File: config.mk
export PLATFORM = sky130hd
export DESIGN_NAME = occupancy_counter_gate_display_top_flat
export DESIGN_NICKNAME = d
export VERILOG_FILES = /design/src/rtl/core/ocgd_pkg.sv /design/src/rtl/core/ocgd_in_if.sv /design/src/rtl/core/ocgd_out_if.sv /design/src/rtl/core/occupancy_counter_gate_display_top.sv /design/src/flat_wrapper.sv
export SDC_FILE = /design/constraint.sdc
export NUM_CORES = 1
export LEC_CHECK = 0
export ABC_AREA = 0
export ABC_CLOCK_PERIOD_IN_PS = 8700
export CORE_ASPECT_RATIO = 1.5
export CORE_UTILIZATION = 35
export DETAILED_ROUTE_END_ITERATION = 6
export DONT_BUFFER_PORTS = 1
export GPL_TIMING_DRIVEN = 0
export HOLD_SLACK_MARGIN = 0.08
export SYNTH_ARGS = -nofsm -noshare
export SYNTH_HDL_FRONTEND = slang
export SYNTH_SLANG_ARGS = --single-unit
File: constraint.sdc
create_clock -name i_clk -period 8.7 [get_ports i_clk]
set_clock_uncertainty 0.15 [all_clocks]
set_input_delay 1.74 -clock i_clk [delete_from_list [all_inputs] [get_ports i_clk]]
set_output_delay 1.74 -clock i_clk [all_outputs]
set_load 0.005 [all_outputs]
File: src/rtl/core/ocgd_pkg.sv
// Package for the occupancy counter with gate pulse and two-digit display.
// Holds widths, reset values, register indexes, the segment font and the digit split.
// Used by the output channel interface and the top level; depends on nothing.
`default_nettype none

package ocgd_pkg;

    localparam int CountW = 7;
    localparam int TimerW = 8;
    localparam int SegW   = 7;
    localparam int DigitW = 4;

    // Largest count that two digits can show.
    localparam logic [CountW-1:0] DisplayMax = 7'd99;

    // Register reset values.
    localparam logic [CountW-1:0] MaxCountRst     = 7'd99;
    localparam logic [TimerW-1:0] EntryLockoutRst = 8'd25;
    localparam logic [TimerW-1:0] ExitLockoutRst  = 8'd25;
    localparam logic [TimerW-1:0] GatePulseRst    = 8'd250;

    // Configuration port.
    localparam int CfgIdxW  = 2;
    localparam int CfgDataW = 8;

    typedef enum logic [CfgIdxW-1:0] {
        CFG_MAX_COUNT     = 2'd0,
        CFG_ENTRY_LOCKOUT = 2'd1,
        CFG_EXIT_LOCKOUT  = 2'd2,
        CFG_GATE_PULSE    = 2'd3
    } t_cfg_reg;

    // Digit enable latch: bit 0 is the tens enable, bit 1 the units enable, low is on.
    typedef logic [1:0] t_enables;
    localparam t_enables EnOff   = 2'b11;
    localparam t_enables EnTens  = 2'b10;
    localparam t_enables EnUnits = 2'b01;

    // Common-cathode font, bit 0 is segment a.
    localparam logic [SegW-1:0] SegFont [10] = '{
        7'h3F, 7'h06, 7'h5B, 7'h4F, 7'h66, 7'h6D, 7'h7D, 7'h07, 7'h7F, 7'h6F
    };

    // Tens digit of a count up to 99 by reciprocal multiplication (205 / 2048).
    function automatic logic [DigitW-1:0] tens_of(input logic [CountW-1:0] c);
        logic [17:0] prod;
        prod = {11'd0, c} * 18'd205;
        return prod[14:11];
    endfunction

    // Units digit: the count less ten times its tens digit.
    function automatic logic [DigitW-1:0] units_of(input logic [CountW-1:0] c);
        logic [DigitW-1:0] t;
        logic [CountW-1:0] t10;
        t   = tens_of(c);
        t10 = {t, 3'd0} + {2'd0, t, 1'd0};
        return DigitW'(c - t10);
    endfunction

endpackage

`default_nettype wire

File: src/rtl/core/ocgd_in_if.sv
// Input channel: one word carries the tick flag and the two sensor events.
// Valid/ready handshake; depends on nothing.
`default_nettype none

interface ocgd_in_if;
    logic valid;
    logic ready;
    logic tick;
    logic entry_event;
    logic exit_event;

    modport source (output valid, output tick, output entry_event, output exit_event,
                    input ready);
    modport sink   (input valid, input tick, input entry_event, input exit_event,
                    output ready);
endinterface

`default_nettype wire

File: src/rtl/core/ocgd_out_if.sv
// Output channel: one word carries the display latches, the gate and the count.
// Valid/ready handshake; widths come from ocgd_pkg.
`default_nettype none

interface ocgd_out_if;
    logic                            valid;
    logic                            ready;
    logic [ocgd_pkg::SegW-1:0]       segments;
    logic                            tens_enable_n;
    logic                            units_enable_n;
    logic                            gate_on;
    logic [ocgd_pkg::CountW-1:0]     occupancy;

    modport source (output valid, output segments, output tens_enable_n,
                    output units_enable_n, output gate_on, output occupancy,
                    input ready);
    modport sink   (input valid, input segments, input tens_enable_n,
                    input units_enable_n, input gate_on, input occupancy,
                    output ready);
endinterface

`default_nettype wire

File: src/rtl/core/occupancy_counter_gate_display_top.sv
// Top level of the occupancy counter with gate pulse and two-digit display.
// Depends on ocgd_pkg, ocgd_in_if and ocgd_out_if.
//
// Usage:
//   i_in carries one word per event pattern: tick, entry_event, exit_event.
//   o_out returns exactly one word per input word: the latched segments,
//   the two active-low digit enables, the gate output and the count.
//   The configuration port writes max_count, entry and exit lockout lengths
//   and the gate pulse length; write it only while no word is in flight.
// Timing:
//   A word sits in the input register, then the state update and the result
//   are written together into the result registers, which drive o_out.
//   One word per cycle is sustained while o_out is taken; the rate is set
//   by the single update stage between input register and result registers.
// Stalls:
//   While o_out is held, the input register still takes one more word; after
//   that i_in.ready drops until the result is taken.
// Reset:
//   i_rst_n is synchronous, active low. The count, timers and gate clear,
//   both digits are off, tens is shown first, registers take their defaults.
`default_nettype none

module occupancy_counter_gate_display_top (
    input  wire logic                            i_clk,
    input  wire logic                            i_rst_n,
    ocgd_in_if.sink                              i_in,
    ocgd_out_if.source                           o_out,
    input  wire logic                            i_cfg_we,
    input  wire logic [ocgd_pkg::CfgIdxW-1:0]    i_cfg_index,
    input  wire logic [ocgd_pkg::CfgDataW-1:0]   i_cfg_data
);

    localparam int CW = ocgd_pkg::CountW;
    localparam int TW = ocgd_pkg::TimerW;
    localparam int SW = ocgd_pkg::SegW;

    // Configuration registers.
    logic [CW-1:0] r_max_count;
    logic [TW-1:0] r_entry_lockout;
    logic [TW-1:0] r_exit_lockout;
    logic [TW-1:0] r_gate_pulse;

    // Input register.
    logic r_s1_valid;
    logic r_s1_tick;
    logic r_s1_entry;
    logic r_s1_exit;

    // Block state; the latches double as the result register.
    logic [CW-1:0]            r_count,      n_count;
    logic [TW-1:0]            r_gate_timer, n_gate_timer;
    logic [TW-1:0]            r_entry_lock, n_entry_lock;
    logic [TW-1:0]            r_exit_lock,  n_exit_lock;
    logic                     r_digit_sel,  n_digit_sel;
    logic [SW-1:0]            r_seg_latch,  n_seg_latch;
    ocgd_pkg::t_enables       r_en_latch,   n_en_latch;
    logic                     r_gate_latch, n_gate_latch;
    logic                     r_out_valid;

    logic in_fire;
    logic s1_fire;

    // Handshake: the update stage moves when the result slot is free or being taken.
    assign s1_fire    = r_s1_valid && (!r_out_valid || o_out.ready);
    assign i_in.ready = !r_s1_valid || s1_fire;
    assign in_fire    = i_in.valid && i_in.ready;

    // State update for the word in the input register.
    always_comb begin
        logic [CW-1:0]                top;
        logic [CW-1:0]                shown;
        logic [ocgd_pkg::DigitW-1:0]  digit;
        logic                         moved;

        n_count      = r_count;
        n_gate_timer = r_gate_timer;
        n_entry_lock = r_entry_lock;
        n_exit_lock  = r_exit_lock;
        n_digit_sel  = r_digit_sel;
        n_seg_latch  = r_seg_latch;
        n_en_latch   = r_en_latch;
        n_gate_latch = r_gate_latch;
        moved        = 1'b0;

        top   = (r_max_count > ocgd_pkg::DisplayMax) ? ocgd_pkg::DisplayMax : r_max_count;
        shown = (r_count > ocgd_pkg::DisplayMax) ? ocgd_pkg::DisplayMax : r_count;
        digit = r_digit_sel ? ocgd_pkg::units_of(shown) : ocgd_pkg::tens_of(shown);

        // The tick runs the timers down and shows the next digit of the old count.
        if (r_s1_tick) begin
            if (r_gate_timer != '0) begin
                n_gate_timer = r_gate_timer - 1'b1;
                if (r_gate_timer == TW'(1)) begin
                    n_gate_latch = 1'b0;
                end
            end
            if (r_entry_lock != '0) begin
                n_entry_lock = r_entry_lock - 1'b1;
            end
            if (r_exit_lock != '0) begin
                n_exit_lock = r_exit_lock - 1'b1;
            end
            n_seg_latch = (digit > 4'd9) ? ocgd_pkg::SegFont[0] : ocgd_pkg::SegFont[digit];
            n_en_latch  = r_digit_sel ? ocgd_pkg::EnUnits : ocgd_pkg::EnTens;
            n_digit_sel = !r_digit_sel;
        end

        // Entry is taken before exit; both may move the count in one word.
        if (r_s1_entry && n_entry_lock == '0) begin
            n_entry_lock = r_entry_lockout;
            if (n_count < top) begin
                n_count = n_count + 1'b1;
                moved   = 1'b1;
            end
        end
        if (r_s1_exit && n_exit_lock == '0) begin
            n_exit_lock = r_exit_lockout;
            if (n_count != '0) begin
                n_count = n_count - 1'b1;
                moved   = 1'b1;
            end
        end

        // A count move restarts the gate pulse.
        if (moved) begin
            n_gate_timer = r_gate_pulse;
            n_gate_latch = (r_gate_pulse != '0);
        end
    end

    // Configuration writes.
    always_ff @(posedge i_clk) begin
        if (!i_rst_n) begin
            r_max_count     <= ocgd_pkg::MaxCountRst;
            r_entry_lockout <= ocgd_pkg::EntryLockoutRst;
            r_exit_lockout  <= ocgd_pkg::ExitLockoutRst;
            r_gate_pulse    <= ocgd_pkg::GatePulseRst;
        end else if (i_cfg_we) begin
            unique case (ocgd_pkg::t_cfg_reg'(i_cfg_index))
                ocgd_pkg::CFG_MAX_COUNT:     r_max_count     <= i_cfg_data[CW-1:0];
                ocgd_pkg::CFG_ENTRY_LOCKOUT: r_entry_lockout <= i_cfg_data[TW-1:0];
                ocgd_pkg::CFG_EXIT_LOCKOUT:  r_exit_lockout  <= i_cfg_data[TW-1:0];
                ocgd_pkg::CFG_GATE_PULSE:    r_gate_pulse    <= i_cfg_data[TW-1:0];
                default: ;
            endcase
        end
    end

    // Input register.
    always_ff @(posedge i_clk) begin
        if (!i_rst_n) begin
            r_s1_valid <= 1'b0;
        end else if (in_fire) begin
            r_s1_valid <= 1'b1;
        end else if (s1_fire) begin
            r_s1_valid <= 1'b0;
        end
    end

    always_ff @(posedge i_clk) begin
        if (in_fire) begin
            r_s1_tick  <= i_in.tick;
            r_s1_entry <= i_in.entry_event;
            r_s1_exit  <= i_in.exit_event;
        end
    end

    // State and result registers.
    always_ff @(posedge i_clk) begin
        if (!i_rst_n) begin
            r_count      <= '0;
            r_gate_timer <= '0;
            r_entry_lock <= '0;
            r_exit_lock  <= '0;
            r_digit_sel  <= 1'b0;
            r_seg_latch  <= '0;
            r_en_latch   <= ocgd_pkg::EnOff;
            r_gate_latch <= 1'b0;
            r_out_valid  <= 1'b0;
        end else begin
            if (s1_fire) begin
                r_count      <= n_count;
                r_gate_timer <= n_gate_timer;
                r_entry_lock <= n_entry_lock;
                r_exit_lock  <= n_exit_lock;
                r_digit_sel  <= n_digit_sel;
                r_seg_latch  <= n_seg_latch;
                r_en_latch   <= n_en_latch;
                r_gate_latch <= n_gate_latch;
                r_out_valid  <= 1'b1;
            end else if (o_out.ready) begin
                r_out_valid  <= 1'b0;
            end
        end
    end

    assign o_out.valid          = r_out_valid;
    assign o_out.segments       = r_seg_latch;
    assign o_out.tens_enable_n  = r_en_latch[0];
    assign o_out.units_enable_n = r_en_latch[1];
    assign o_out.gate_on        = r_gate_latch;
    assign o_out.occupancy      = r_count;

`ifndef NO_ASSERTIONS
    // The count never leaves the two-digit range.
    a_count_range: assert property (@(posedge i_clk) disable iff (!i_rst_n)
        r_count <= ocgd_pkg::DisplayMax)
        else $error("occupancy count above display range");

    // The gate is on only while its timer still runs.
    a_gate_timer: assert property (@(posedge i_clk) disable iff (!i_rst_n)
        r_gate_latch |-> (r_gate_timer != '0))
        else $error("gate on with expired timer");

    // At most one digit is enabled.
    a_one_digit: assert property (@(posedge i_clk) disable iff (!i_rst_n)
        r_en_latch != 2'b00)
        else $error("both digits enabled");

    // A held result with a full input register blocks the input.
    a_backpressure: assert property (@(posedge i_clk) disable iff (!i_rst_n)
        (r_s1_valid && r_out_valid && !o_out.ready) |-> !i_in.ready)
        else $error("input taken while both stages are full");

    // A word without a tick, moved count or not, carries the display latches unchanged.
    a_display_hold: assert property (@(posedge i_clk) disable iff (!i_rst_n)
        (s1_fire && !r_s1_tick) |=> $stable(r_seg_latch) && $stable(r_en_latch))
        else $error("display changed without a tick");
`endif

endmodule

`default_nettype wire

File: src/flat_wrapper.sv
// flat-port wrapper written by rule: the top's interface ports become plain ports
module occupancy_counter_gate_display_top_flat 
  (i_clk, i_rst_n, i_cfg_we, i_cfg_index, i_cfg_data, i_in_valid, i_in_tick, i_in_entry_event, i_in_exit_event, i_in_ready, o_out_valid, o_out_segments, o_out_tens_enable_n, o_out_units_enable_n, o_out_gate_on, o_out_occupancy, o_out_ready);
  ocgd_in_if i_in_i ();
  ocgd_out_if o_out_i ();
  input  wire logic i_clk;
  input  wire logic i_rst_n;
  input  wire logic i_cfg_we;
  input  wire logic [ocgd_pkg::CfgIdxW-1:0] i_cfg_index;
  input  wire logic [ocgd_pkg::CfgDataW-1:0] i_cfg_data;
  input wire logic [$bits(i_in_i.valid)-1:0] i_in_valid;
  input wire logic [$bits(i_in_i.tick)-1:0] i_in_tick;
  input wire logic [$bits(i_in_i.entry_event)-1:0] i_in_entry_event;
  input wire logic [$bits(i_in_i.exit_event)-1:0] i_in_exit_event;
  output wire logic [$bits(i_in_i.ready)-1:0] i_in_ready;
  output wire logic [$bits(o_out_i.valid)-1:0] o_out_valid;
  output wire logic [$bits(o_out_i.segments)-1:0] o_out_segments;
  output wire logic [$bits(o_out_i.tens_enable_n)-1:0] o_out_tens_enable_n;
  output wire logic [$bits(o_out_i.units_enable_n)-1:0] o_out_units_enable_n;
  output wire logic [$bits(o_out_i.gate_on)-1:0] o_out_gate_on;
  output wire logic [$bits(o_out_i.occupancy)-1:0] o_out_occupancy;
  input wire logic [$bits(o_out_i.ready)-1:0] o_out_ready;
  assign i_in_i.valid = i_in_valid;
  assign i_in_i.tick = i_in_tick;
  assign i_in_i.entry_event = i_in_entry_event;
  assign i_in_i.exit_event = i_in_exit_event;
  assign i_in_ready = i_in_i.ready;
  assign o_out_valid = o_out_i.valid;
  assign o_out_segments = o_out_i.segments;
  assign o_out_tens_enable_n = o_out_i.tens_enable_n;
  assign o_out_units_enable_n = o_out_i.units_enable_n;
  assign o_out_gate_on = o_out_i.gate_on;
  assign o_out_occupancy = o_out_i.occupancy;
  assign o_out_i.ready = o_out_ready;
  occupancy_counter_gate_display_top u_core (.i_clk(i_clk), .i_rst_n(i_rst_n), .i_in(i_in_i), .o_out(o_out_i), .i_cfg_we(i_cfg_we), .i_cfg_index(i_cfg_index), .i_cfg_data(i_cfg_data));
endmodule
Yosys cells after proc, flatten, opt, wreduce, memory -nomap -nowiden
Memories as Yosys holds them, arrays and structs flattened.
Cells that the tools add are included.
Widths: inputs -> output; s select.
Cells by class
  add/subtract/negate cells: 7
  $mul: 1
  magnitude comparators: 5
  eq/ne operators: 4
  mux-type cells: 32
  bitwise logic cells: 1
  reduce and logical (&&, ||, !) cells: 29
Operators with widths (number)
  $mux 8: 9
  $mux 7: 9
  $reduce_bool 8->1: 4
  $sub 8x1->8 const B: 3
  $logic_not 8->1: 2
  $mul 7x8->15 const B: 1
  $gt 7x7->1 const B: 2
  $mux 1: 12
  $reduce_and 2->1: 5
  $reduce_bool 2->1: 5
  $eq 8x1->1 const B: 1
  $add 7x1->7 const B: 1
  $lt 7x7->1: 1
  $reduce_bool 7->1: 1
  $sub 7x1->7 const B: 1
  $ge 5x5->1 const B: 1
  $not 4->5: 1
  $add 4x4->4: 1
  $eq 2x2->1 const B: 2
  $gt 4x4->1 const B: 1
  $logic_and 1x1->1: 4
  $mux 4: 1
  $reduce_and 4->1: 1
  $sub 4x4->4: 1
  6 further kinds: 9
Word-level totals
  flip-flop bits (word level): 78
  memory bits (read-only): 112
  input bits: 18
  output and inout bits: 19
  logic and storage cells: 97
  memories kept: 1
Memories
  (no name shown): depth 16, width 7, rd ports 1, clocked after Yosys merged registers in 0, write ports 0, RTL line occupancy_counter_gate_display_top.sv:103  | n_seg_latch = (digit > 4'd9) ? ocgd_pkg::SegFont[0] : ocgd_pkg::SegFont[digit];

Logic depth before layout (Yosys ltp)
Gate-level depths: netlist of run 1.
  depth after elaboration: 11
  gate-level depth with buffers: 28
  depth with buffers taken out: 27

Worst setup path before layout of run 1
No wires, ideal clock.
  path kind: register to register
  from: register u_core.r_count[6] (netlist: u_core.o_out.occupancy[6])
  to: register u_core.r_seg_latch[6] (netlist: u_core.o_out.segments[6])
  library setup time: 74 ps
  arrival time: 5667 ps
  required time: 8476 ps
  setup slack: 2809 ps
  cell stages (with the launch flop): 29
  buffers on the path: 1
  period minus slack after synthesis: 5891 ps
  cells stage by stage: dfxtp_1 -> clkbuf_1 -> nand2_1 -> and2_1 -> ha_1 -> inv_1 -> fa_1 -> inv_1 -> ha_1 -> inv_1 -> fa_1 -> inv_1 -> ha_1 -> a21oi_1 -> nor2b_1 -> o21ai_0 -> o211ai_1 -> a21oi_1 -> xor2_1 -> inv_1 -> ha_1 -> xnor2_1 -> xnor2_1 -> xnor2_1 -> xnor2_1 -> xnor2_1 -> mux2i_1 -> or3b_2 -> a31oi_1
On the way
  word-level cells in the longest chain between the ends: 11
  elaborated cells on any way between the ends: 12
  classes of those cells: add/sub: 2; mul: 1; order compare: 2; mux: 5; bitwise: 1; memory: 1
RTL lines
  start: declaration: RTL line occupancy_counter_gate_display_top.sv:50  | logic [CW-1:0] r_count, n_count;
  start signal: assignment: RTL line occupancy_counter_gate_display_top.sv:182  | r_count <= n_count;
  $gt 7x7->1: RTL line occupancy_counter_gate_display_top.sv:86  | shown = (r_count > ocgd_pkg::DisplayMax) ? ocgd_pkg::DisplayMax : r_count;
  $mux 7 *: RTL line occupancy_counter_gate_display_top.sv:86
  $mul 7x8->15: RTL line ocgd_pkg.sv:47  | prod = {11'd0, c} * 18'd205;
  $add 4x4->4: RTL line ocgd_pkg.sv:56  | t10 = {t, 3'd0} + {2'd0, t, 1'd0};
  $sub 4x4->4: RTL line ocgd_pkg.sv:57  | return DigitW'(c - t10);
  $mux 4 *: RTL line occupancy_counter_gate_display_top.sv:87  | digit = r_digit_sel ? ocgd_pkg::units_of(shown) : ocgd_pkg::tens_of(shown);
  $not 4->5 (implied by the code): RTL line occupancy_counter_gate_display_top.sv:103
  $mem_v2 16x7
  $mux 7 (implied by the code) (2 in a row): RTL line occupancy_counter_gate_display_top.sv:103
  $mux 7 *: RTL line occupancy_counter_gate_display_top.sv:103
  end signal: assignment: RTL line occupancy_counter_gate_display_top.sv:187  | r_seg_latch <= n_seg_latch;
  end: declaration: RTL line occupancy_counter_gate_display_top.sv:55  | logic [SW-1:0] r_seg_latch, n_seg_latch;
Every way passes the cells marked *; elsewhere a longest branch is shown, timed or not. The select of a mux whose other input is x is not followed.
A chain may end at the register's enable or synchronous reset.

Worst setup path after layout of run 1
  from: register u_core.r_count[2] (netlist: u_core.o_out.occupancy[2])
  to: register u_core.r_seg_latch[6] (netlist: u_core.o_out.segments[6])
The elaborated chain is that of the path after synthesis.

==> impl_metrics.csv, run 1 <==
group,metric,value,unit
final_layout,regArea,1592,sq um
critical_path,max_stage_delay,0.58,ns
yosys,seq_area_frac_synth,0.2799,
detailed_routing,vias,5095,
detailed_routing,drc_errors,0,
floorplanning,die_area,16770,sq um
yosys,synth_area_leaders,"dfxtp_1 (26%), ha_1 (12%), nand2_1 (6.0%), mux2i_1 (5.1%), a21oi_1 (4.3%)",
global_routing,grt_antenna_before_repair,0,
final_layout,fill_cells,1638,
detailed_routing,wl,15750,microns
clock_network,htreeDepth,3,
critical_path,r2r_slack,1.86,ns
yosys,synth_edf_count,3,
floorplanning,row_count,56,
critical_path,critical-path-top-delay-family,"adder cells",
outcome,status,"finished, final reports clean",
hold_path,hold_path_class,"reg -> reg",
final_layout,area_growth,9.153,%
sta,setup_tns,0,ns
yosys,synth_seq_cells,78,
critical_path,reg2regPathDepth,23,
yosys,synthArstFlopShare,0,
yosys,synth_cell_types,81,
global_routing,grt_max_degree,14,
sta,slew_violations,0,
yosys,synth_xor_area_frac,0.03696,
critical_path,worstSetupEndpointType,"register",
power_and_ir_drop,total_power,992.0,uW
clock_network,clock_latency,0.34,ns
sta,tightest_slew,0.9155,ns
sta,hold_violations,0,
final_layout,multi_input_area,3747,sq um
yosys,netlist_instances,702,
floorplanning,die_w,106.1,microns
final_layout,antennaDiodeCount,0,
sta,period_minus_slack,6.837,ns
yosys,yosysTopAreaCell,"dfxtp_1",
global_routing,grt_pass1_wl,25310,microns
sta,setup-violations-final,0,
yosys,synth_compound_gate_area_share,0.1668,
yosys,yosysWarnings,0,
yosys,synth_mux_area_frac,0.06161,
detailed_routing,first_pass_iters,5,
global_routing,grt_pass1_vias,4910,
hold_path,min_to,"u_core.r_exit_lockout[7]",
placement,dp_hpwl,12060,microns
critical_path,crit_path_cell_trace,"buf_1 > a21boi_0 > ha_1 > ha_1 > fa_1 > inv_1 > fa_1 > inv_1 > ha_1 > a31oi_1 > o211ai_1 > a21oi_1 > xor2_1 > inv_1 > ha_1 > xnor2_1 > xnor2_1 > xnor2_1 > xnor2_1 > xnor2_1 > mux2i_1 > or3b_2 > a31oi_1",
sta,fmax,146.3,MHz
sta,finalCritPeriodShare,0.7859,
yosys,synth-simple-area-share,0.2466,
critical_path,crit_top_cell,"xnor2_1",
yosys,netlist_area,5687,sq um
detailed_routing,vias_per_cell,5.532,
critical_path,critPathMaxFanout,10,
critical_path,critPathSlowestCell,"a21boi_0",
power_and_ir_drop,ir_worst_vdd,0.1315,mV
critical_path,arrival,6.95,ns
placement,portBuffers,0,
final_layout,drive_gt1_frac,0.06825,
sta,rsz0062_at_grt,"no",
power_and_ir_drop,leakage,0.002669,uW
clock_network,root_buffer,"clkbuf_16",
global_routing,grt_usage,0.1945,
clock_network,cts_setup_buffers,0,
placement,gp_congestion,0.8979,
sta,hold_slack,0.3107,ns
floorplanning,core,15770,sq um
clock_network,clock_sinks,78,
job,cap_violations,0,
floorplanning,initial_utilization,0.3607,
yosys,ys.flop_type,"dfxtp_1",
hold_path,hold_start,"u_core.r_exit_lockout[7]",
clock_network,cts_resized,0,
hold_path,min_path_cells,2,
critical_path,path_buf_inv,4,
detailed_routing,ant_nets,0,
critical_path,crit_type,"reg -> reg",
yosys,synth_top_family_by_area,"simple AND/OR/NAND/NOR gates",
critical_path,cp-start-kind,"register",
global_routing,grt.overflow.total,0,
power_and_ir_drop,powerDensity,159.8,nW/um^2
floorplanning,io_pins,37,
clock_network,cts_buffers,9,
detailed_routing,wire_per_inst,17.10,microns
yosys,synth_top_area_frac,0.2640,
clock_network,clk_pin_slew,0.06,ns
critical_path,timing.rr.end,"u_core.o_out.segments[6]",
yosys,synthAdderAreaFrac,0.1470,
critical_path,crit_required,8.82,ns
yosys,syn_area_per_cell,8.101,sq um
clock_network,cts_buffer_depth,2,
clock_network,postCtsHoldBufs,0,
yosys,syn-num-nets,782,
sta,maxSlewHeadroom,0.3817,
critical_path,r2r-start,"u_core.o_out.occupancy[2]",
detailed_routing,first_iter_violations,383,
final_layout,nNetsFinal,793,
clock_network,cts_tree,"yes",
floorplanning,die-height,158.1,microns
==> cells in the mapped netlist, types with 3 or more instances <==
master and instances:
nand2_1 91, dfxtp_1 75, ha_1 54, nor2_1 52, a21oi_1 49, inv_1 42
o21ai_0 34, clkbuf_1 30, mux2i_1 29, nand3_1 28, nor3_1 18, xnor2_1 14
xor2_1 10, and3_1 9, fa_1 8, and2_1 7, nor4_1 7, buf_1 6
nand2b_1 6, nor3b_1 6, o31ai_1 6, or3_1 6, a31oi_1 5, nand3b_1 5
nor2b_1 5, o211ai_1 5, or2_2 4, a21boi_0 3, and4_1 3, edfxtp_1 3
mux2_2 3, nand4_1 3, nand4b_1 3, nor4b_1 3, o21a_1 3, o21ai_1 3
o21bai_1 3, o22ai_1 3, o41ai_1 3, or3b_2 3, or4_4 3
==> cells by family after synthesis <==
kind of cell,count (synthesis)
AND/OR/NAND/NOR,275
AO/OA/AOI/OAI,145
buffers and inverters,84
flip-flops,78
adder cells (fa/ha/maj),62
multiplexers,34
XOR/XNOR,24
==> tightest hold or removal path: stages, from the launching register on <==
cell,delay [ns]
dfxtp_1,0.31
nand2_1,0.05
a21oi_1,0.05
==> state kept, by name, summed over array words and instances, names as in the netlist, 2 cells and up <==
signal                  count
u_core.o_out.occupancy      7
u_core.o_out.segments       7
u_core.r_en_latch           2
u_core.r_entry_lock         8
u_core.r_entry_lockout      8
u_core.r_exit_lock          8
u_core.r_exit_lockout       8
u_core.r_gate_pulse         8
u_core.r_gate_timer         8
u_core.r_max_count          7
==> per-layer routing <==
layer / part of all wire / GRT usage / vias to the layer above
met5: 0 / 0 / -
met4: 0.035 / 0.08532 / 0
met3: 0.040 / 0.03129 / 41
met2: 0.53 / 0.3666 / 119
met1: 0.40 / 0.2124 / 2426
li1: - / - / 2509
==> area by class of cell <==
class                           instances  share of cell area
Tap cell                              203             0.04092
Multi-Input combinational cell        540              0.6037
Sequential cell                        78              0.2564
Clock inverter                          6            0.006047
Buffer                                 42             0.03064
Inverter                               42             0.02540
Clock buffer                           10             0.03689
==> worst max path at each step <==
stage | startpoint | to | slack, ns | cells after the start
2_1_floorplan | u_core.o_out.occupancy[6] | u_core.o_out.segments[6] | 2.81 | 28
3_3_place_gp | u_core.o_out.occupancy[2] | u_core.o_out.segments[6] | 1.78 | 23
3_5_place_dp | u_core.o_out.occupancy[2] | u_core.o_out.segments[6] | 1.80 | 23
4_1_cts | u_core.o_out.occupancy[2] | u_core.o_out.segments[6] | 1.76 | 23
5_1_grt | u_core.o_out.occupancy[2] | u_core.o_out.segments[6] | 1.34 | 23
6_report | u_core.o_out.occupancy[2] | u_core.o_out.segments[6] | 1.86 | 23
==> placed cells by master (no fill, tap or decap), types with 9 or more instances in the layout <==
cell,count
mux2i_1,29
inv_1,42
nor3_1,18
clkbuf_1,31
dfxtp_1,75
a21oi_1,49
nor2_1,52
nand3_1,28
xor2_1,10
clkbuf_16,9
xnor2_1,14
nand2_1,91
ha_1,54
o21ai_0,34
and3_1,9
==> per-stage QoR <==
stage          utilization  setup slack (ns)  cells  cell area (sq um)
6_report            0.3937             1.863    921               6207
5_1_grt             0.3937             1.335    921               6207
4_1_cts             0.3937             1.764    921               6207
2_1_floorplan            -             2.809    702               5687
3_3_place_gp        0.3768             1.783    905               5941
3_5_place_dp        0.3768             1.797    905               5941
==> where the power goes <==
part | leakage (uW) | internal, uW | switching [uW]
combinational | 0.00190 | 96.4 | 148
sequential | 0.000641 | 381 | 21.0
clock | 0.000128 | 192 | 153
No activity file was read; power rests on OpenSTA's default activity.
==> run 2, diff against run 1 <==
ABC_AREA = 1   (was 0)
ABC_CLOCK_PERIOD_IN_PS = 5900   (was 8700)
clock period = 5.9 ns   (was 8.7 ns; I/O delays follow)
==> run 2 against run 1 <==
Net effect: register-to-register slack got worse by 1.4 ns; first-iteration DRC count fell by 38%; setup slack got worse by 1.4 ns; synthesized cell count rose by 13%; synthesized area fell by 3.3%; clock-buffer cell count fell by 1; critical path type unchanged.
==> impl_metrics.csv, run 2 <==
group,metric,value,unit
clock_network,cts_buffers,9,
critical_path,arrival,5.48,ns
critical_path,max_stage_delay,0.53,ns
final_layout,final_cell_mix,"nand2_1 (186), inv_1 (99), nor2_1 (92), dfxtp_1 (73), o21ai_0 (58)",
detailed_routing,vias_per_cell,4.824,
yosys,netlist_area,5497,sq um
detailed_routing,drc_errors,0,
hold_path,hold_path_class,"reg -> reg",
critical_path,crit_top_cell,"nand2_1",
critical_path,critPathLaunch,"u_core.o_out.occupancy[2]",
clock_network,cts_tree,"yes",
clock_network,clock_latency,0.35,ns
final_layout,fin_area,6078,sq um
yosys,synth_seq_cells,78,
yosys,synth_compound_gate_area_share,0.1247,
critical_path,r2r-start,"u_core.o_out.occupancy[2]",
yosys,synth_edf_count,3,
detailed_routing,wire_per_inst,13.76,microns
yosys,seq_area_frac_synth,0.2896,
sta,hold_violations,0,
final_layout,final_common_cell,"nand2_1",
yosys,synthAdderAreaFrac,0.1521,
sta,slew_violations,0,
sta,setup-violations-final,0,
sta,period_minus_slack,5.403,ns
power_and_ir_drop,total_power,1653,uW
detailed_routing,wl,13860,microns
outcome,status,"finished, final reports clean",
yosys,synth_area_leaders,"dfxtp_1 (27%), nand2_1 (13%), ha_1 (12%), inv_1 (6.8%), nor2_1 (6.5%)",
critical_path,path_buf_inv,7,
final_layout,antennaDiodeCount,0,
yosys,synth_top_family_by_area,"simple AND/OR/NAND/NOR gates",
job,cap_violations,0,
placement,portBuffers,0,
sta,finalCritPeriodShare,0.9157,
critical_path,cp-start-kind,"register",
hold_path,hold_start,"u_core.r_exit_lockout[4]",
global_routing,grt_pass1_vias,4654,
final_layout,fill_cells,1587,
power_and_ir_drop,ir_worst_vdd,0.1781,mV
sta,tightest_slew,1.047,ns
global_routing,grt_pass1_wl,22530,microns
floorplanning,die_w,104.3,microns
floorplanning,die-height,155.5,microns
yosys,syn-num-nets,872,
detailed_routing,first_pass_iters,4,
critical_path,crit_required,5.98,ns
floorplanning,core,15210,sq um
yosys,yosysWarnings,0,
placement,placed_area,5746,sq um
critical_path,critPathMaxFanout,7,
critical_path,critPathSlowestCell,"fa_1",
clock_network,clk_pin_slew,0.07,ns
clock_network,cts_resized,0,
floorplanning,die_area,16220,sq um
detailed_routing,ant_nets,0,
global_routing,grt_max_degree,17,
final_layout,nNetsFinal,883,
global_routing,grt_usage,0.1768,
floorplanning,initial_utilization,0.3614,
final_layout,drive_gt1_frac,0.08663,
yosys,synth_common_cells,"nand2_1 (186), inv_1 (99), nor2_1 (95)",
detailed_routing,vias,4858,
floorplanning,io_pins,37,
floorplanning,row_count,55,
critical_path,critical-path-top-delay-family,"adder cells",
detailed_routing,first_iter_violations,237,
yosys,ys.flop_type,"dfxtp_1",
clock_network,cts_buffer_depth,2,
sta,maxSlewHeadroom,0.2963,
yosys,synth_top_area_frac,0.2732,
placement,dp_hpwl,11070,microns
yosys,syn_area_per_cell,6.940,sq um
clock_network,postCtsHoldBufs,0,
yosys,synth.most_common_cell,"nand2_1",
clock_network,root_buffer,"clkbuf_16",
yosys,synth_cell_types,47,
critical_path,worstSetupEndpointType,"register",
yosys,synth-simple-area-share,0.3016,
clock_network,clock_sinks,78,
final_layout,area_growth,10.59,%
global_routing,grt.overflow.total,0,
placement,gp_congestion,0.8438,
power_and_ir_drop,leakage,0.003020,uW
yosys,synth_xor_area_frac,0.03984,
power_and_ir_drop,powerDensity,272.0,nW/um^2
sta,fmax,185.1,MHz
critical_path,crit_type,"reg -> reg",
yosys,netlist_instances,792,
global_routing,grt_antenna_before_repair,0,
yosys,synthArstFlopShare,0,
yosys,yosysTopAreaCell,"dfxtp_1",
clock_network,cts_setup_buffers,0,
yosys,synth_mux_area_frac,0,
clock_network,htreeDepth,3,
==> run 2: where the power goes <==
| group | internal (uW) | switching (uW) | leakage, uW |
|---|---|---|---|
| logic | 175 | 279 | 0.00222 |
| registers | 566 | 35.8 | 0.000645 |
| clock network | 339 | 258 | 0.000152 |
| total | 1080 | 573 | 0.00302 |
==> run 2: area by class of cell <==
type	instances	area, sq um	area share
Clock inverter	7	88.84	0.01462
Tap cell	199	249.0	0.04096
Buffer	22	106.4	0.01750
Clock buffer	9	225.2	0.03705
Sequential cell	78	1594	0.2622
Inverter	106	401.6	0.06608
Multi-Input combinational cell	586	3413	0.5615
==> run 2: stage by stage <==
step / hold WS, ns / std cells / util / setup TNS [ns] / worst slack, ns
2_1_floorplan: 0.2792 / 792 / - / 0 / 0.8126
3_3_place_gp: 0.2930 / 991 / 0.3778 / 0 / 0.07564
3_5_place_dp: 0.2949 / 991 / 0.3778 / 0 / 0.09303
4_1_cts: 0.3122 / 1007 / 0.3984 / 0 / 0.07172
5_1_grt: 0.3259 / 1007 / 0.3997 / -0.02053 / -0.01065
6_report: 0.3094 / 1007 / 0.3997 / 0 / 0.4975
==> run 2: final timing paths <==
kind	end	slack, ns	depth (start not counted)
hold reg to reg	u_core.r_exit_lockout[4]	0.31	2
hold / removal	u_core.r_exit_lockout[4]	0.31	2
setup reg to reg	u_core.o_out.segments[3]	0.50	32
setup / recovery	u_core.o_out.segments[3]	0.50	32
==> run 2: worst reg2reg max path: cells and delay by family (launching register included) <==
family | cells | cell delay, ns
fa+ha+maj | 6 | 2.10
flops | 1 | 0.43
compound gates | 4 | 0.48
simple gates | 13 | 1.17
xor+xnor | 2 | 0.34
buf+inv | 7 | 0.60
==> run 2: layer usage <==
metal	share of wire	wire, microns	GRT usage
met5	0	0	0
met4	0.031	425	0.07891
met3	0.036	495	0.03645
met2	0.53	7395	0.3428
met1	0.40	5544	0.1793
==> run 2: cell families after synthesis <==
logic type,after synthesis
AOI/OAI and AO/OA,120
xor gates and xnor gates,25
adders and majority gates,62
buffers and inverters,128
DFF,78
and+or+nand+nor,379
==> run 3, diff against run 2 <==
CELL_PAD_IN_SITES_DETAIL_PLACEMENT = 1   (was not set)
CELL_PAD_IN_SITES_GLOBAL_PLACEMENT = 2   (was not set)
CORE_UTILIZATION = 33   (was 35)
CTS_CLUSTER_DIAMETER = 120   (was not set)
PLACE_DENSITY_LB_ADDON = 0.1   (was not set)
==> run 3 against run 2 <==
Net effect: combinational power up 6.2%; core utilization decreased by 2.5 points; wire length grew 19%; highest routed layer unchanged; first-iteration DRC count down 35%; sequential share of layout area is essentially flat; largest cell class unchanged.
==> impl_metrics.csv, run 3 (synthesis gave the netlist of run 2 again) <==
group,metric,value,unit
detailed_routing,wl,16430,microns
sta,rsz0062_at_grt,"no",
final_layout,fin_area,6097,sq um
sta,finalCritPeriodShare,0.9242,
critical_path,crit_type,"reg -> reg",
clock_network,clock_sinks,78,
clock_network,root_buffer,"clkbuf_16",
critical_path,critPathSlowestCell,"fa_1",
final_layout,antennaDiodeCount,0,
critical_path,crit_required,6.02,ns
critical_path,arrival,5.57,ns
floorplanning,core,16260,sq um
sta,hold_violations,0,
hold_path,hold_path_class,"reg -> reg",
floorplanning,die-height,160.1,microns
final_layout,final_common_cell,"nand2_1",
clock_network,htreeDepth,3,
floorplanning,die_w,107.4,microns
power_and_ir_drop,leakage,0.003006,uW
floorplanning,initial_utilization,0.3380,
final_layout,fill_cells,2086,
sta,tightest_slew,1.177,ns
clock_network,cts_buffer_depth,2,
sta,setup-violations-final,0,
global_routing,grt_antenna_before_repair,0,
final_layout,nNetsFinal,883,
placement,gp_congestion,0.8119,
detailed_routing,first_iter_violations,155,
critical_path,max_stage_delay,0.55,ns
floorplanning,row_count,57,
global_routing,grt.overflow.total,0,
clock_network,cts_setup_buffers,0,
critical_path,cp-start-kind,"register",
sta,slew_violations,0,
critical_path,reg2regPathDepth,29,
sta,period_minus_slack,5.453,ns
power_and_ir_drop,ir_worst_vdd,0.1697,mV
placement,dpl_worst_slack,-0.1110,ns
sta,fmax,183.4,MHz
clock_network,clk_pin_slew,0.07,ns
global_routing,grt_pass1_wl,27370,microns
placement,dp_hpwl,13310,microns
outcome,status,"finished, final reports clean",
final_layout,final_cell_mix,"nand2_1 (185), inv_1 (97), nor2_1 (92), dfxtp_1 (72), o21ai_0 (60)",
global_routing,busiest_layer,"met2",
clock_network,clock_latency,0.34,ns
clock_network,postCtsHoldBufs,0,
sta,hold_slack,0.3155,ns
detailed_routing,ant_nets,0,
final_layout,drive_gt1_frac,0.09406,
global_routing,grt_pass1_vias,5504,
sta,fin_ws,0.4471,ns
global_routing,grt_max_degree,16,
global_routing,grtUsageMet2,0.3962,
floorplanning,io_pins,37,
detailed_routing,vias_per_cell,4.946,
global_routing,grt_usage,0.2051,
floorplanning,die_area,17190,sq um
global_routing,grtUsageMet3,0.03347,
clock_network,cts_tree,"yes",
placement,placed_area,5754,sq um
placement,portBuffers,0,
sta,maxSlewHeadroom,0.2092,
hold_path,min_path_cells,2,
detailed_routing,drc_errors,0,
clock_network,cts_buffers,9,
global_routing,met1_usage,0.2206,
job,cap_violations,0,
final_layout,area_growth,10.93,%
detailed_routing,vias,5015,
power_and_ir_drop,powerDensity,268.1,nW/um^2
critical_path,r2r_slack,0.45,ns
critical_path,critPathMaxFanout,7,
detailed_routing,first_pass_iters,4,
detailed_routing,wire_per_inst,16.20,microns
critical_path,worstSetupEndpointType,"register",
## run 3: stage by stage
step                  util    TNS, ns  total power, uW  std cells
CTS                 0.3720          0             1655       1014
detailed placement  0.3539    -0.4979             1099        998
global placement    0.3539  -0.001093             1080        998
finish              0.3750          0             1635       1014
floorplan                -          0            972.8        792
global route        0.3750          0             1754       1014
## run 3: metal layers
metal  wire, microns  vias to the layer above
li1                -                     2569
met4             368                        0
met3             361                       24
met5               0                        -
met2            8866                       56
met1            6834                     2366
## run 3: worst max-delay path, delay by kind of cell, from the launching register on
family          cells  cell delay, ns
fa+ha+maj           7            2.37
compound gates      6            0.96
buf+inv             7            0.66
simple gates        8            0.63
flops               1            0.42
xor+xnor            1            0.18
## run 3: path summary, 6_finish.rpt
path / start / to
worst min register to register: u_core.r_entry_lockout[4] / u_core.r_entry_lockout[4]
worst min-delay path: u_core.r_entry_lockout[4] / u_core.r_entry_lockout[4]
worst max register to register: u_core.o_out.occupancy[3] / u_core.o_out.segments[4]
worst max-delay path: u_core.o_out.occupancy[3] / u_core.o_out.segments[4]
## run 3: power breakdown
part / internal [uW] / leakage, uW / switching, uW / total [uW]
clock network: 304 / 0.000142 / 246 / 550
logic: 180 / 0.00222 / 302 / 482
registers: 566 / 0.000646 / 36.4 / 603
## run 3: timing repair
action,4_1_cts,5_1_grt
pin swaps,0,1
resized for setup,3,20
setup endpoints to repair,6,7
## run 3: area by class of cell
class / instances / area, sq um / area share
Multi-Input combinational cell: 586 / 3436 / 0.5635
Sequential cell: 78 / 1598 / 0.2621
Inverter: 106 / 401.6 / 0.06587
Tap cell: 206 / 257.7 / 0.04227
Clock buffer: 10 / 239.0 / 0.03920
Buffer: 22 / 113.9 / 0.01867
Clock inverter: 6 / 51.30 / 0.008414
